### src/rtl/sosf_pkg.sv
// ----------------------------------------------------------------------------
// sosf_pkg
// Shared types and constants of the sine oscillator with sync and feedback.
// ----------------------------------------------------------------------------
package sosf_pkg;

   // configuration port
   localparam int CSR_INDEX_W = 2;
   localparam int CSR_DATA_W  = 24;

   typedef enum logic [CSR_INDEX_W-1:0] {
      CSR_INCREMENT_SCALE = 2'd0,
      CSR_OCTAVE_SPAN     = 2'd1,
      CSR_FEEDBACK_GAIN   = 2'd2
   } csr_index_type;

   localparam logic [23:0] INCREMENT_SCALE_RESET = 24'd89478;
   localparam logic [4:0]  OCTAVE_SPAN_RESET     = 5'd10;
   localparam logic [15:0] FEEDBACK_GAIN_RESET   = 16'd11796;

   localparam logic [4:0]  SPAN_MIN = 5'd1;
   localparam logic [4:0]  SPAN_MAX = 5'd16;

   // shared multiplier: signed operands, wide enough for 32-bit unsigned values
   localparam int MUL_W = 33;

   // exp2 of the fractional octave: 2^f = e^(f*ln2), Q30
   localparam logic [29:0] LN2_Q30   = 30'd744261118;
   localparam logic [30:0] Q30_ONE   = 31'h4000_0000;
   localparam logic [3:0]  EXP_TERMS = 4'd10;
   localparam logic [6:0]  SHIFT_BASE = 7'd38;

   // item payloads
   typedef struct packed {
      logic signed [15:0] pitch;
      logic signed [15:0] sync_sample;
      logic signed [23:0] fundamental;
      logic        [15:0] phase_offset;
      logic signed [15:0] feedback_amount;
   } req_payload_type;

   typedef struct packed {
      logic signed [15:0] sample;
   } rsp_payload_type;

   // floor(2^32 / n); the one-step correction after the multiply makes the
   // quotient exact for numerators below 2^30 (n = 1 uses 2^32 - 1 likewise)
   function automatic logic [31:0] recip_of(input logic [3:0] n);
      logic [31:0] r;
      unique case (n)
         4'd1:    r = 32'hFFFF_FFFF;
         4'd2:    r = 32'h8000_0000;
         4'd3:    r = 32'h5555_5555;
         4'd4:    r = 32'h4000_0000;
         4'd5:    r = 32'h3333_3333;
         4'd6:    r = 32'h2AAA_AAAA;
         4'd7:    r = 32'h2492_4924;
         4'd8:    r = 32'h2000_0000;
         4'd9:    r = 32'h1C71_C71C;
         4'd10:   r = 32'h1999_9999;
         default: r = 32'h0000_0000;
      endcase
      return r;
   endfunction

endpackage

### src/rtl/sosf_mult.sv
// ----------------------------------------------------------------------------
// sosf_mult
// Shared signed multiplier with a registered product, loaded when enabled.
// ----------------------------------------------------------------------------
module sosf_mult (
   input  logic                                 clock,
   input  logic                                 en,
   input  logic signed [sosf_pkg::MUL_W-1:0]    a,
   input  logic signed [sosf_pkg::MUL_W-1:0]    b,
   output logic signed [2*sosf_pkg::MUL_W-1:0]  product_ff
);
   import sosf_pkg::*;

   logic signed [2*MUL_W-1:0] product_in;

   assign product_in = a * b;

   always_ff @(posedge clock) begin
      if (en) begin
         product_ff <= product_in;
      end
   end

endmodule

### config.mk
export PLATFORM = sky130hd
export DESIGN_NAME = sosf_mult
export DESIGN_NICKNAME = d
export VERILOG_FILES = /design/src/rtl/sosf_pkg.sv /design/src/rtl/sosf_mult.sv
export SDC_FILE = /design/constraint.sdc
export NUM_CORES = 2
export LEC_CHECK = 0
export ABC_CLOCK_PERIOD_IN_PS = 24000
export CAP_MARGIN = 10
export CORE_MARGIN = 3
export CORE_UTILIZATION = 45
export DETAILED_ROUTE_END_ITERATION = 12
export DONT_BUFFER_PORTS = 1
export PLACE_DENSITY = 0.68
export SLEW_MARGIN = 20
export SYNTH_ARGS = -nofsm -noshare
export SYNTH_HDL_FRONTEND = slang
export SYNTH_SLANG_ARGS = --single-unit
### constraint.sdc
create_clock -name clock -period 24 [get_ports clock]
set_clock_uncertainty 0.05 [all_clocks]
set_input_delay 2.4 -clock clock [delete_from_list [all_inputs] [get_ports clock]]
set_output_delay 2.4 -clock clock [all_outputs]
set_load 0.02 [all_outputs]
==> impl_results.md <==
* Post-synth EDFFs at 66
* Die area at roughly 95000 um^2
* Largest net degree at the start of global routing at 67
* Minimum clock period at 9.72 ns
* Synth area leaders: fa_1 56%, inv_1 10%, and2_1 8.6%, ha_1 6.6%, nand2_1 5.0%
* Drt drc at 0
* Worst setup path category: input port to register
* Max incr delay on CP at 0.71 ns
* Vias in the first global route at roughly 31000
* CP endpoint kind: register
* Biggest register: product_ff
* ANT nets after route at 0
* Top fanout value on the critical path at 33
* Bufs on Longest Clock Path at 2
* Main flop type after synthesis: edfxtp_1
* Detailed Place HPWL at roughly 90000 um
* TritonCTS clock tree: done
* Initial antenna violation count at 1
* Critical-path top delay cell: fa_1
* Synthesized Nets at ~5700
* Initial Util at between 40 and 50%
* Relative slew slack at a little over half
* Hold buffer count at cts at 0
* Die X at ~310 um
* Min-Delay Path Class: input port to register
* Most area-hungry cell type in the Yosys netlist: fa_1
* Clock slew seen by the registers of the worst setup and hold paths at ~0.07 ns
* Worst EP arrival at between 9 and 10 ns
* FP Rows at 110
* Final Cycle Share at just over 40%
* CTS root buffer: clkbuf_16
* Clock sinks at between 60 and 70
* Warnings from Yosys at 0
* Yosys reg bits at 66
* Crit-path cells: and2_1 > fa_1 > fa_1 > inv_1 > fa_1 > inv_1 > fa_1 > fa_1 > fa_1 > fa_1 > inv_1 > fa_1 > inv_1 > ha_1 > and4_1 > and2_0 > a311oi_1 > nor4_1 > o21a_1 > a211oi_2 > o21ai_1 > o41ai_2 > xnor2_1
* Number of hold violations in the final report at 0
* First-pass GRT wire length at roughly 170000 um
* Number of DRC markers in iteration 0 at around 1700
* Final net count at approximately 5500
* Mapped Avg Cell Area at 9.54 um^2
* Vias post-DR at between 20000 and 30000
* # resized after CTS at 0
* Fillers at 8440
* Max Cap Viol at 0
* Max Fclk at just over 0.1 GHz
* Area growth syn-to-layout at 2.34%
* Max reg flops at 66
* Top delay family on crit path: adder cells
* Crit path launch: a[27]
* Setup violations, final at 0
* Cell mode on critical path: fa_1
* Worst Setup Start Kind: input port
* Post-CTS Setup Bufs at 0
* Total grt overflow at 0
* WP data required at ~24 ns
* Status: completed
* TritonCTS Buffers at 9
* IO Pins at 134
* Mapped cell area at around 41000 um^2
* Chip height at between 300 and 400 um
* Pre-Repair DR Iteration Count at 7
* Placed cell count at around 5300
* RSZ-0062 raised after global routing: no
* Routed WL per cell at a little over 20 um
* Vias per inst at 5.31
* Ys async rst share at 0%
* Port bufs at 0
* Syn Inst Count at roughly 4300
* Largest regs: product_ff: 66 flops
* Fin. max-slew vios at 0
* Share of post-route cells with drive strength above 1 at less than 1%
* Sequential share of the synthesized area at 4.83%
* Yosys cell types at just over 60
* RD Place Congestion at 0.887
* Core area at 90100 um^2
* Routed Wire Length at around 110000 um
* Finished Layout Cells at 5274
* Hold Startpoint: en
* Setup TNS at 0 ns
* Share of the synthesized area in the top cell type at 55.9%
* Worst-Margin Slew at 0.713 ns
* Antenna fix cells at 0
* H-tree Lvls at 3
* Critical path buffer and inverter count at 4
* Total GRT Usage at a little under a quarter
-- final timing paths --
kind              cells past startpoint  slack, ns        endpoint
setup / recovery                     23      14.28  product_ff[59]
hold / removal                        0       2.11  product_ff[23]
-- per-layer routing --
layer,track usage (%),vias up,routed length (um)
li1,-,11800,-
met1,27.1,14900,37600
met2,42.1,956,56000
met3,3.28,306,5900
met4,13.5,0,7620
met5,0,-,0
-- cells by family (layout without fill, tap and decap cells) --
group	after synthesis	in the layout	share of synthesized area [%]
xor+xnor	75	75	1.60
buf+inv	1354	1150	12.4
compound gates	217	217	3.54
simple gates	1228	1228	15.1
fa+ha+maj	1362	1362	62.5
flops	66	66	4.83
-- stage by stage --
step                setup WS, ns  area (um^2)  hold slack (ns)  utilization, %
floorplan                  14.19        41000             2.46               -
detailed placement         13.76        41700             2.47            46.2
finish                     14.28        42000             2.11            46.6
global placement           13.90        41700             2.47            46.2
CTS                        14.11        42000             2.09            46.6
global route               14.01        42000             2.08            46.6
-- final cells by class --
| type | instances | area (um^2) | area share [%] |
|---|---|---|---|
| Tap cell | 1176 | 1470 | 3.50 |
| Timing Repair Buffer | 1 | 7.51 | 0.0179 |
| Clock buffer | 11 | 233 | 0.554 |
| Clock inverter | 5 | 78.8 | 0.188 |
| Multi-Input combinational cell | 2882 | 34000 | 80.9 |
| Sequential cell | 66 | 1980 | 4.72 |
| Inverter | 1133 | 4250 | 10.1 |
-- cells in the mapped netlist, drive strengths merged, types with 3 or more instances --
cell type,count
o22ai,3
clkbuf,220
nor3,8
o21ai,43
o21ba,3
nand3,18
edfxtp,66
xor2,20
nand2b,9
and4,7
a2111oi,3
a21o,28
nor4,5
o211ai,7
a211oi,9
and2,563
o21bai,8
xnor2,55
or2,5
a221o,3
nor2b,3
a21oi,73
inv,1133
ha,217
and3,7
a31oi,10
nand4,9
o21a,7
fa,1145
nor2,47
nand2,543
-- placed cells by master, fill, tap and decap left out, types with 28 or more instances in the layout --
cell type	Yosys	final
nor2_1	47	47
xnor2_1	55	55
edfxtp_1	66	66
nand2_1	543	543
and2_1	562	562
ha_1	217	217
o21ai_0	37	37
a21oi_1	73	73
inv_1	1133	1133
a21o_1	28	28
fa_1	1145	1143
Power is left out: the tool's default activity adds up to more than one toggle a clock period on the data nets, which glitch-free logic cannot reach.
